`src/sv/sle_pkg.sv`:
```
package sle_pkg;

  localparam int DEPTH      = 16;
  localparam int DATA_WIDTH = 32;
  localparam int IDX_W      = (DEPTH > 1) ? $clog2(DEPTH) : 1;
  localparam int CNT_W      = $clog2(DEPTH + 1);

  typedef enum logic [1:0] {
    OP_INSERT = 2'd0,
    OP_REMOVE = 2'd1,
    OP_LOOKUP = 2'd2
  } op_t;

  typedef enum logic [1:0] {
    S_IDLE,
    S_READ,
    S_EVAL,
    S_PUT
  } state_t;

  typedef struct packed {
    op_t                          op;
    logic signed [DATA_WIDTH-1:0] value;
  } req_t;

  typedef struct packed {
    logic             ok;
    logic [CNT_W-1:0] count;
  } rsp_t;

endpackage

```
`src/sv/sorted_list_engine.sv`:
```
// Sorted store of up to DEPTH signed keys in one synchronous RAM, ascending,
// duplicates kept in arrival order. One item is worked at a time; each
// entry visited takes a RAM read step, then a compare and write-back step.
// Insert walks down from the top entry shifting larger keys up by one, then
// places the new key; into an empty store it goes straight to placing, and
// when full it is refused without visiting any entry. Remove and lookup
// walk up from entry 0: lookup stops at the first match or the last entry;
// remove always walks the whole list, shifting the tail down after the
// match. Remove or lookup on an empty store, or an unused op code, answers
// without visiting any entry. The result sits in an output register, so the
// next item is taken while the previous result waits.
module sorted_list_engine
  import sle_pkg::*;
(
  input  logic clk,
  input  logic rst,
  input  logic req_valid,
  output logic req_stall,
  input  req_t req,
  output logic rsp_valid,
  input  logic rsp_stall,
  output rsp_t rsp
);

  state_t                       state, state_next;
  op_t                          op_q, op_q_next;
  logic signed [DATA_WIDTH-1:0] key, key_next;
  logic [CNT_W-1:0]             cnt, cnt_next;
  logic [IDX_W-1:0]             idx, idx_next;
  logic [IDX_W-1:0]             wpos, wpos_next;
  logic                         found, found_next;
  logic                         res_pend, res_pend_next;
  logic                         res_ok, res_ok_next;
  logic                         rsp_valid_next;
  rsp_t                         rsp_next;

  // key store
  logic signed [DATA_WIDTH-1:0] mem [DEPTH];
  logic signed [DATA_WIDTH-1:0] rdata;
  logic                         we;
  logic [IDX_W-1:0]             waddr;
  logic signed [DATA_WIDTH-1:0] wdata;

  logic             last;
  logic [CNT_W-1:0] top;

  always_ff @(posedge clk) begin
    if (we) begin
      mem[waddr] <= wdata;
    end
    rdata <= mem[idx];
  end

  assign top       = cnt - CNT_W'(1);
  assign last      = ({{(CNT_W-IDX_W){1'b0}}, idx} == top);
  assign req_stall = (state != S_IDLE) || res_pend;

  // next state and datapath control
  always_comb begin
    state_next     = state;
    op_q_next      = op_q;
    key_next       = key;
    cnt_next       = cnt;
    idx_next       = idx;
    wpos_next      = wpos;
    found_next     = found;
    res_pend_next  = res_pend;
    res_ok_next    = res_ok;
    rsp_valid_next = rsp_valid;
    rsp_next       = rsp;
    we             = 1'b0;
    waddr          = wpos;
    wdata          = key;

    if (rsp_valid && !rsp_stall) begin
      rsp_valid_next = 1'b0;
    end

    unique case (state)
      S_IDLE: begin
        if (req_valid && !req_stall) begin
          op_q_next  = req.op;
          key_next   = req.value;
          found_next = 1'b0;
          unique case (req.op) inside
            OP_INSERT: begin
              if (cnt == CNT_W'(DEPTH)) begin
                res_pend_next = 1'b1;
                res_ok_next   = 1'b0;
              end else if (cnt == '0) begin
                wpos_next  = '0;
                state_next = S_PUT;
              end else begin
                idx_next   = top[IDX_W-1:0];
                state_next = S_READ;
              end
            end
            OP_REMOVE, OP_LOOKUP: begin
              if (cnt == '0) begin
                res_pend_next = 1'b1;
                res_ok_next   = 1'b0;
              end else begin
                idx_next   = '0;
                state_next = S_READ;
              end
            end
            default: begin
              res_pend_next = 1'b1;
              res_ok_next   = 1'b0;
            end
          endcase
        end
      end
      S_READ: begin
        state_next = S_EVAL;
      end
      S_EVAL: begin
        case (op_q)
          OP_INSERT: begin
            if (rdata > key) begin
              // shift larger key up one slot
              we    = 1'b1;
              waddr = idx + IDX_W'(1);
              wdata = rdata;
              if (idx == '0) begin
                wpos_next  = '0;
                state_next = S_PUT;
              end else begin
                idx_next   = idx - IDX_W'(1);
                state_next = S_READ;
              end
            end else begin
              wpos_next  = idx + IDX_W'(1);
              state_next = S_PUT;
            end
          end
          OP_REMOVE: begin
            // after the match, every key moves down one slot
            if (found) begin
              we    = 1'b1;
              waddr = idx - IDX_W'(1);
              wdata = rdata;
            end
            if (last) begin
              res_pend_next = 1'b1;
              res_ok_next   = found || (rdata == key);
              if (found || (rdata == key)) begin
                cnt_next = cnt - CNT_W'(1);
              end
              state_next = S_IDLE;
            end else begin
              found_next = found || (rdata == key);
              idx_next   = idx + IDX_W'(1);
              state_next = S_READ;
            end
          end
          default: begin
            if ((rdata == key) || last) begin
              res_pend_next = 1'b1;
              res_ok_next   = (rdata == key);
              state_next    = S_IDLE;
            end else begin
              idx_next   = idx + IDX_W'(1);
              state_next = S_READ;
            end
          end
        endcase
      end
      S_PUT: begin
        we            = 1'b1;
        waddr         = wpos;
        wdata         = key;
        cnt_next      = cnt + CNT_W'(1);
        res_pend_next = 1'b1;
        res_ok_next   = 1'b1;
        state_next    = S_IDLE;
      end
      default: begin
        state_next = S_IDLE;
      end
    endcase

    // move a finished result into the output register once it is free
    if (res_pend && (!rsp_valid || !rsp_stall)) begin
      res_pend_next  = 1'b0;
      rsp_valid_next = 1'b1;
      rsp_next.ok    = res_ok;
      rsp_next.count = cnt;
    end
  end

  // control registers
  always_ff @(posedge clk) begin
    if (rst) begin
      state     <= S_IDLE;
      cnt       <= '0;
      res_pend  <= 1'b0;
      rsp_valid <= 1'b0;
    end else begin
      state     <= state_next;
      cnt       <= cnt_next;
      res_pend  <= res_pend_next;
      rsp_valid <= rsp_valid_next;
    end
  end

  // payload registers
  always_ff @(posedge clk) begin
    op_q   <= op_q_next;
    key    <= key_next;
    idx    <= idx_next;
    wpos   <= wpos_next;
    found  <= found_next;
    res_ok <= res_ok_next;
    rsp    <= rsp_next;
  end

  // store never holds more than DEPTH keys
  a_cnt_bound: assert property (@(posedge clk) disable iff (rst)
    cnt <= CNT_W'(DEPTH))
    else $error("element count above depth");

  // count moves only on a completed insert or remove
  a_cnt_change: assert property (@(posedge clk) disable iff (rst)
    !$stable(cnt) |-> ($past(state) == S_PUT) ||
                      (($past(state) == S_EVAL) && ($past(op_q) == OP_REMOVE)))
    else $error("element count changed outside an update");

  // RAM is written only in the compare or place steps
  a_we_state: assert property (@(posedge clk) disable iff (rst)
    we |-> (state == S_EVAL) || (state == S_PUT))
    else $error("key store written while not working");

  // a pending result is never dropped while waiting for the output
  a_pend_hold: assert property (@(posedge clk) disable iff (rst)
    res_pend && rsp_valid && rsp_stall |=> res_pend)
    else $error("pending result lost");

endmodule
```
`config.mk`:
```
export PLATFORM = sky130hd
export DESIGN_NAME = sorted_list_engine
export DESIGN_NICKNAME = d
export VERILOG_FILES = /design/src/sv/sle_pkg.sv /design/src/sv/sorted_list_engine.sv
export SDC_FILE = /design/constraint.sdc
export NUM_CORES = 1
export LEC_CHECK = 0
export BUFFER_PORTS_ARGS = -buffer_cell sky130_fd_sc_hd__buf_2
export CORE_MARGIN = 2
export CORE_UTILIZATION = 25
export CTS_BUF_LIST = sky130_fd_sc_hd__clkbuf_2 sky130_fd_sc_hd__clkbuf_4 sky130_fd_sc_hd__clkbuf_8
export DETAILED_ROUTE_END_ITERATION = 8
export PLACE_DENSITY = 0.47
export SLEW_MARGIN = 20
export SYNTH_ARGS = -nofsm -noshare
export SYNTH_HDL_FRONTEND = slang
export SYNTH_SLANG_ARGS = --single-unit
```
`constraint.sdc`:
```
create_clock -name clk -period 6.8 [get_ports clk]
set_input_delay 0.68 -clock clk [delete_from_list [all_inputs] [get_ports clk]]
set_output_delay 0.68 -clock clk [all_outputs]
set_load 0.1 [all_outputs]
```
==> results of run 1 <==
layout by cell type, fill, tap and decap left out, types with 17 or more instances in the layout:
cell,instances
nand2_1,50
buf_4,55
clkbuf_4,50
a21oi_1,29
clkinv_1,17
dfxtp_1,41
buf_2,45
ha_1,38
nor2_1,25
edfxtp_1,562
clkbuf_8,112
inv_1,44
mux4_2,160
o21ai_0,28
logic make-up (layout without fill, tap and decap cells):
logic type | Yosys count | in the layout | share of synthesized area (%)
XOR/XNOR | 16 | 16 | 0.587
other | 0 | 1 | 0
multiplexers | 164 | 164 | 15.3
flip-flops | 603 | 603 | 74.1
buffers and inverters | 96 | 340 | 1.60
AO/OA/AOI/OAI | 106 | 106 | 2.89
AND/OR/NAND/NOR | 151 | 151 | 3.52
adder cells (fa/ha/maj) | 38 | 38 | 1.99
area by class of cell:
class / count / area [sq um] / share of cell area [%]
diodes: 1 / 2.50 / 0.00888
clock buffers: 162 / 1920 / 6.80
clock inverters: 30 / 238 / 0.843
inverters: 44 / 165 / 0.586
multi-input cells: 475 / 5870 / 20.8
flip-flops and latches: 603 / 17700 / 62.8
well taps: 1265 / 1580 / 5.61
repair buffers: 104 / 718 / 2.55
power by group through the flow:
stage	clock network (uW)	registers, uW	logic, uW
floorplan	0	4540	884
global placement	0	4520	1320
detailed placement	0	4520	1340
CTS	3480	4440	1350
global route	3620	4460	1460
finish	3360	4440	1320
state kept, by name, summed over array words and instances (netlist names), 2 cells and up:
register / flops
cnt: 5
idx: 4
key: 32
mem: 512
op_q: 2
rdata: 32
rsp: 6
state: 2
wpos: 4
how the worst max path moves through the flow:
stage	endpoint	slack, ns	from	cells after the start
3_5_place_dp	mem[6][23]	1.96	key[14]	12
6_report	mem[6][18]	2.04	key[14]	12
5_1_grt	mem[6][22]	1.75	key[14]	12
4_1_cts	mem[6][22]	1.92	key[14]	12
2_1_floorplan	mem[11][0]	1.37	key[5]	11
3_3_place_gp	mem[6][22]	2.14	key[14]	12
per-layer routing:
metal / vias to the layer above / global-route usage [%] / wire, um
met2: 290 / 19.5 / 28100
met5: - / 0 / 0
met3: 100 / 2.44 / 2700
met4: 0 / 3.70 / 1400
met1: 6283 / 16.4 / 26300
li1: 5158 / - / -
stage by stage:
stage	cell area [sq um]	total power, uW	instances	hold slack (ns)	worst slack, ns
after floorplan	23900	5420	1174	0.400	1.37
after global placement	26000	5840	2491	0.417	2.14
after detailed placement	26000	5860	2491	0.450	1.96
after CTS	28200	9270	2683	0.0701	1.92
after global routing	28200	9540	2684	0.0900	1.75
final	28200	9130	2684	0.145	2.04
cell usage after synthesis (all sizes together) (2+ instances only):
library cell and n:
a31oi 3, buf 27, nand3 10, and3 9, nand4 9, nand2 50
xnor2 6, xor2 10, nor3 13, and2 4, nor4 3, o31ai 2
inv 44, a21boi 4, a211oi 2, mux4 160, mux2i 3, ha 38
a22o 4, or3 3, edfxtp 562, clkbuf 25, nor2 27, nor2b 2
dfxtp 41, o21a 3, nor4b 2, o22ai 2, nor3b 11, a21oi 32
o211a 2, o21ai 38, o211ai 3, nand2b 3
worst reg2reg max path, cell delays in order, from the launching register on:
cell and delay, ns:
edfxtp_1 0.32, inv_1 0.05, ha_1 0.32, nand4_2 0.16, nor4_2 0.58, a21boi_1 0.26, o31a_4 0.20, o211a_2 0.23
nor3_1 0.07, nand2b_1 0.22, a211oi_2 0.73, and3_2 0.94, buf_4 0.36
==> run_results.csv, run 1 <==
group,metric,value,unit
power_and_ir_drop,powerDensity,324,nW/um^2
clock_tree,clk_pin_slew_worst_paths,0.06,ns
clock_tree,cts_buffers,103,
clock_tree,cts_resized,0,
critical_path,r2r_start,"key[14]",
min_path,hold_class,"in -> reg",
power_and_ir_drop,p_int,6750,uW
power_and_ir_drop,vdd_ir_drop_max,152,uV
min_path,holdPathEnd,"key[18]",
sta,fin_worst_skew,0.0482,ns
critical_path,arrival,5.16,ns
global_route,grt_overflow,0,
clock_tree,cts_max_level,3,
die,ioPinCount,46,
sta,grt_setup_unrepaired,"no",
die,fp.dieW,313,um
detailed_routing,drt-initial-drc-count,1002,
power_and_ir_drop,switchingPower,2380,uW
cells_and_area,nets,1407,
power_and_ir_drop,power_leakage,0.00916,uW
synthesis,synth.avg_cell_area,20.3,sq um
place,place_congestion,0.729,
global_route,grt_pass1_vias,12500,
die,die-area,98000,sq um
min_path,hp-start,"req[18]",
critical_path,cp_top_family,"simple AND/OR/NAND/NOR gates",
cells_and_area,final_util,29.7,%
sta,tns,0,ns
cells_and_area,drive_gt1_share,33.9,%
job,maxCapViolCount,0,
detailed_routing,drcViolationCount,0,
global_route,grt_usage,12.1,%
sta,slew_headroom,25.2,%
critical_path,cp.required,7.20,ns
synthesis,yosysTopAreaCell,"edfxtp_1",
synthesis,ys_types,70,
clock_tree,cts_setup_buffers,0,
global_route,antenna_found_initial,1,
critical_path,worstSetupEndpointType,"register",
global_route,grt_max_degree,134,
power_and_ir_drop,pwr-share-clk,36.8,%
die,core,94900,sq um
cells_and_area,syn_to_final_growth,18.1,%
synthesis,ys_seq_elements,603,
min_path,hold_depth,1,
critical_path,r2r-end,"mem[6][18]",
detailed_routing,ant_nets,0,
critical_path,path_class,"reg -> reg",
die,start_util,25.2,%
power_and_ir_drop,p_seq_share,48.7,%
detailed_routing,dr.pass1.iters,7,
sta,period_minus_slack,4.76,ns
critical_path,cp-start-kind,"register",
detailed_routing,num_vias,11800,
critical_path,crit_slowest_cell,"and3_2",
critical_path,ff2ff_path_depth,12,
critical_path,cp_max_fo,23,
sta,finalMaxSlewViolations,0,
die,rows,113,
status,status,"finished, final reports clean",
synthesis,ys_warn_count,0,
synthesis,postSynthCellCount,1174,
clock_tree,clockBufferDepth,3,
detailed_routing,wl_per_cell,21.8,um
critical_path,rrSetupSlack,2.04,ns
critical_path,crit_buf_inv,2,
place,numPortBuffers,45,
sta,worst_slew_pin_slew,1.12,ns
detailed_routing,routed_wl,58500,um
synthesis,synthesis.nets,1250,
synthesis,synth_top_area_share,70.7,%
power_and_ir_drop,switching_share,26.1,%
sta,min_period_over_period,70.0,%
synthesis,synthArstFlopShare,0,%
cells_and_area,n_fill_cell,9212,
power_and_ir_drop,p_comb_share,14.5,%
global_route,grt_pass1_wl,85900,um
clock_tree,cts_hold_buf,0,
clock_tree,clkLatencyLatePin,0.72,ns
synthesis,ys.flop_type,"edfxtp_1",
detailed_routing,vias_per_cell,4.41,
clock_tree,root_buffer,"clkbuf_8",
synthesis,synthesis.area,23900,sq um
synthesis,synth_edf_count,562,
sta,hold_viol,0,
critical_path,critPathMaxStageDelay,0.94,ns
die,die_h,313,um
clock_tree,cts_sinks,603,
clock_tree,cts_tree,"built",
place,dp.final_hpwl,32600,um
sta,setup_viol,0,
synthesis,synth_area_leaders,"edfxtp_1 (71%), mux4_2 (15%), dfxtp_1 (3.4%), ha_1 (2.0%), nand2_1 (0.79%)",
critical_path,crit_chain,"inv_1, ha_1, nand4_2, nor4_2, a21boi_1, o31a_4, o211a_2, nor3_1, nand2b_1, a211oi_2, and3_2, buf_4",
synthesis,synth-seq-area-share,74.1,%
sta,max_freq,210,MHz
No activity file was read; power rests on OpenSTA's default activity.
==> inputs of run 2 (changes only) <==
- clock period: 6.8 -> 4.4 ns (I/O delays scaled with it)
==> run_results.csv, run 2 (same netlist as run 1, synthesis figures left out) <==
group,metric,value,unit
clock_tree,root_buffer,"clkbuf_8",
status,status,"finished, final reports clean",
die,fp.dieW,313,um
sta,fin_worst_skew,0.0311,ns
die,rows,113,
sta,period_minus_slack,4.01,ns
clock_tree,clk_pin_slew_worst_paths,0.06,ns
power_and_ir_drop,vdd_ir_drop_max,179,uV
power_and_ir_drop,power_leakage,0.00937,uW
critical_path,crit_buf_inv,3,
critical_path,arrival,4.36,ns
critical_path,path_class,"reg -> reg",
detailed_routing,highest_layer,"met4",
die,die_h,313,um
sta,slew_headroom,32.0,%
cells_and_area,largest_reg_flops,512,
place,place_inst,2506,
detailed_routing,met3_wirelength,2300,um
sta,hold_viol,0,
sta,setup_viol,0,
die,core,94900,sq um
sta,max_freq,250,MHz
cells_and_area,final_common_cell,"edfxtp_1",
cells_and_area,drive_gt1_share,33.3,%
critical_path,worst_path_most_repeated_cell,"buf_4",
critical_path,cp.required,4.76,ns
min_path,hold_depth,4,
critical_path,crit_chain,"inv_1, ha_1, nand4_2, nor4_2, buf_4, a21boi_1, o31a_4, o211a_2, nor3_1, or3_4, nor4b_4, nor3b_4, buf_4",
clock_tree,clkLatencyLatePin,0.70,ns
cells_and_area,nets,1457,
die,ioPinCount,46,
power_and_ir_drop,powerDensity,483,nW/um^2
cells_and_area,top_regs,"mem (512), key (32), rdata (32)",
sta,min_period_over_period,91.0,%
clock_tree,cts_max_level,3,
clock_tree,cts_tree,"built",
critical_path,r2r-end,"mem[1][4]",
global_route,grt_usage,11.8,%
critical_path,cp_top_family,"simple AND/OR/NAND/NOR gates",
place,numPortBuffers,45,
global_route,antenna_found_initial,2,
cells_and_area,mostFrequentLayoutCells,"edfxtp_1 (562), mux4_2 (160), clkbuf_8 (108)",
job,maxCapViolCount,0,
min_path,holdPathEnd,"op_q[0]",
clock_tree,cts_sinks,603,
detailed_routing,routed_wl,57800,um
global_route,grt_overflow,0,
critical_path,rrSetupSlack,0.39,ns
detailed_routing,vias_per_cell,4.35,
critical_path,ff2ff_path_depth,13,
detailed_routing,dr_wl_met2,28200,um
global_route,grt_pass1_wl,85100,um
sta,worst_slew_pin_slew,1.01,ns
die,die-area,98000,sq um
detailed_routing,num_vias,11900,
sta,finalMaxSlewViolations,0,
place,dp.final_hpwl,33200,um
global_route,grt_max_degree,129,
global_route,grt_pass1_vias,12600,
detailed_routing,routedLengthMet1,26100,um
detailed_routing,drt-initial-drc-count,730,
cells_and_area,top_register,"mem",
cells_and_area,final_cells,2727,
detailed_routing,drcViolationCount,0,
clock_tree,cts_buffers,99,
critical_path,crit_slowest_cell,"or3_4",
critical_path,cp-start-kind,"register",
detailed_routing,wl_per_cell,21.2,um
power_and_ir_drop,finalPower,13900,uW
min_path,hp-start,"req_valid",
critical_path,worstSetupEndpointType,"register",
detailed_routing,ant_nets,0,
detailed_routing,dr.pass1.iters,5,
critical_path,critPathMaxStageDelay,0.44,ns
critical_path,r2r_start,"key[14]",
clock_tree,clockBufferDepth,3,
sta,grt_setup_unrepaired,"no",
critical_path,cp_max_fo,9,
cells_and_area,syn_to_final_growth,20.7,%
place,place_congestion,0.752,
die,start_util,25.2,%
min_path,hold_class,"in -> reg",
sta,hold_ws,0.406,ns
## run 2: stage by stage
step,setup TNS [ns],setup WS [ns],instance area [sq um],utilization [%]
after floorplan,-209.09,-1.03,23900,-
after global placement,-1.94,-0.0604,26400,27.8
after detailed placement,-0.530,-0.0209,26400,27.8
after CTS,0,0.312,28800,30.4
after global routing,0,0.182,28800,30.4
final,0,0.395,28800,30.4
## run 2: tightest hold or removal path, delay by kind of cell
| kind | cells | cell delay [ns] |
|---|---|---|
| buffers and inverters | 3 | 0.39 |
| AND/OR/NAND/NOR | 1 | 0.06 |
## run 2: power breakdown
group | internal (uW) | switching [uW] | total [uW]
sequential | 6730 | 131 | 6860
combinational | 839 | 1300 | 2140
clock | 2720 | 2210 | 4930
total | 10300 | 3640 | 13900
## run 2: final cells by class
cell class                      count  area [sq um]
Clock buffer                      150          1800
Tap cell                         1265          1580
Clock inverter                     31           204
Inverter                           44           165
Antenna cell                        1          2.50
Sequential cell                   603         17700
Fill cell                        9190         66100
Multi-Input combinational cell    475          5890
Timing Repair Buffer              158          1470
## run 2: worst max path at each step
stage,startpoint,endpoint,cells past startpoint
final,key[14],mem[1][4],13
after detailed placement,key[31],mem[1][19],11
after floorplan,key[5],mem[11][0],11
after global placement,key[31],mem[1][22],11
after global routing,key[1],mem[2][3],12
after CTS,key[14],mem[1][4],13
## run 2: layer usage
metal	up-vias	track usage, %
met5	-	0
met4	0	3.81
met3	80	2.00
met2	255	19.6
met1	6266	15.8
li1	5249	-
## run 2: timing repair
action | in CTS | in global routing
hold buffers | 37 | 0
resized for setup | 0 | 0
setup endpoints to repair | 159 | 0
endpoints found under the hold margin | 41 | 0
buffers inserted | 2 | 0
==> inputs of run 3 (changes only) <==
==> constraint.sdc (replaced) <==
create_clock -name clk -period 4.4 [get_ports clk]
set_input_delay 0.88 -clock clk [delete_from_list [all_inputs] [get_ports clk]]
set_output_delay 0.88 -clock clk [all_outputs]
set_load 0.1 [all_outputs]
==> run_results.csv, run 3 (same netlist as run 1, synthesis figures left out) <==
group,metric,value,unit
cells_and_area,largest_reg_flops,512,
place,placed_area,26400,sq um
sta,max_freq,250,MHz
detailed_routing,drcViolationCount,0,
power_and_ir_drop,power_leakage,0.00921,uW
detailed_routing,routed_wl,57700,um
job,maxCapViolCount,0,
cells_and_area,final_util,30.0,%
critical_path,cp_top_family,"simple AND/OR/NAND/NOR gates",
min_path,hold_class,"in -> reg",
critical_path,crit_buf_inv,3,
die,ioPinCount,46,
status,status,"finished, final reports clean",
cells_and_area,top_register,"mem",
power_and_ir_drop,finalPower,13900,uW
sta,fin_worst_skew,0.0340,ns
sta,setup_viol,0,
detailed_routing,wl_per_cell,21.5,um
critical_path,crit_chain,"inv_1, ha_1, nand4_2, nor4_2, buf_4, a21boi_1, o31a_4, o211a_2, nor3_1, or3_4, nor4b_4, nor3b_4, buf_4",
critical_path,path_class,"reg -> reg",
clock_tree,cts_sinks,603,
cells_and_area,drive_gt1_share,34.2,%
die,start_util,25.2,%
clock_tree,clkLatencyLatePin,0.70,ns
clock_tree,cts_max_level,3,
clock_tree,cts_hold_buf,0,
global_route,grt_max_degree,129,
die,die-area,98000,sq um
critical_path,worst_path_most_repeated_cell,"buf_4",
critical_path,arrival,4.36,ns
clock_tree,root_buffer,"clkbuf_8",
place,place_congestion,0.752,
cells_and_area,final_common_cell,"edfxtp_1",
cells_and_area,final_cells,2690,
sta,slew_headroom,33.8,%
die,rows,113,
cells_and_area,fin_area,28400,sq um
place,place_inst,2506,
critical_path,worstSetupEndpointType,"register",
critical_path,cp-start-kind,"register",
clock_tree,clk_pin_slew_worst_paths,0.06,ns
critical_path,critPathMaxStageDelay,0.44,ns
detailed_routing,drt-initial-drc-count,760,
place,dp.final_hpwl,33200,um
clock_tree,cts_tree,"built",
cells_and_area,nets,1420,
global_route,grt_pass1_wl,85000,um
critical_path,cp.required,4.77,ns
critical_path,cp_max_fo,12,
cells_and_area,syn_to_final_growth,19.2,%
place,numPortBuffers,45,
global_route,grt_pass1_vias,12500,
sta,period_minus_slack,3.99,ns
global_route,antenna_found_initial,3,
sta,finalMaxSlewViolations,0,
critical_path,crit_slowest_cell,"or3_4",
sta,hold_viol,0,
detailed_routing,num_vias,11700,
detailed_routing,ant_nets,0,
sta,worst_slew_pin_slew,0.987,ns
global_route,grt_usage,11.8,%
clock_tree,clockBufferDepth,3,
die,die_h,313,um
sta,min_period_over_period,90.7,%
detailed_routing,dr.pass1.iters,7,
die,core,94900,sq um
power_and_ir_drop,vdd_ir_drop_max,179,uV
clock_tree,cts_buffers,99,
cells_and_area,mostFrequentLayoutCells,"edfxtp_1 (562), mux4_2 (160), clkbuf_8 (108)",
detailed_routing,vias_per_cell,4.35,
die,fp.dieW,313,um
power_and_ir_drop,powerDensity,489,nW/um^2
global_route,grt_overflow,0,
sta,grt_setup_unrepaired,"no",
cells_and_area,top_regs,"mem (512), key (32), rdata (32)",
run 3: cell types whose count changed in the layout (fill, tap and decap cells not counted):
| cell | delta |
|---|---|
| dlygate4sd3_1 | -37 |
run 3: where the power goes:
part | total [uW] | switching [uW] | internal (uW)
Combinational | 2110 | 1290 | 816
Sequential | 6860 | 131 | 6730
Clock | 4930 | 2210 | 2720
run 3: worst paths after layout:
kind / endpoint / slack [ns] / from / depth (start not counted)
min: key[6] / 0.37 / req[6] / 1
min reg2reg: rsp[5] / 0.44 / res_ok / 0
max: mem[1][26] / 0.41 / key[14] / 13
max reg2reg: mem[1][26] / 0.41 / key[14] / 13
run 3: routing by layer:
metal | share of wire [%] | vias to the layer above | global-route usage (%) | wire (um)
met4 | 2.0 | 2 | 3.76 | 1170
met5 | 0.023 | - | 0 | 13
li1 | - | 5175 | - | -
met3 | 3.7 | 82 | 2.06 | 2140
met2 | 49 | 238 | 19.6 | 28200
met1 | 45 | 6195 | 15.8 | 26200
run 3: cell type report:
cell class                 count  area (sq um)
tap                         1265          1580
clock buffer                 150          1800
multi-input combinational    475          5890
inverter                      44           165
timing repair buffer         121          1100
sequential                   603         17700
clock inverter                31           204
antenna                        1          2.50
fill                        9208         66400
run 3: metrics by stage:
stage               hold slack (ns)  worst slack (ns)  TNS, ns
finish                        0.365             0.407        0
global route                  0.321             0.182        0
CTS                           0.286             0.312        0
detailed placement            0.434           -0.0209   -0.530
global placement              0.418           -0.0604    -1.94
floorplan                     0.400             -1.03  -209.09
run 3: what timing repair did:
item	4_1_cts	5_1_grt
endpoints found under the setup margin	159	0
buffers inserted	2	0
resized for setup	0	0
run 3: worst reg2reg max path: stages (launching register included):
cell and delay [ns]:
edfxtp_1 0.33, inv_1 0.05, ha_1 0.33, nand4_2 0.15, nor4_2 0.30, buf_4 0.19
a21boi_1 0.34, o31a_4 0.27, o211a_2 0.25, nor3_1 0.11, or3_4 0.44, nor4b_4 0.30
nor3b_4 0.32, buf_4 0.31
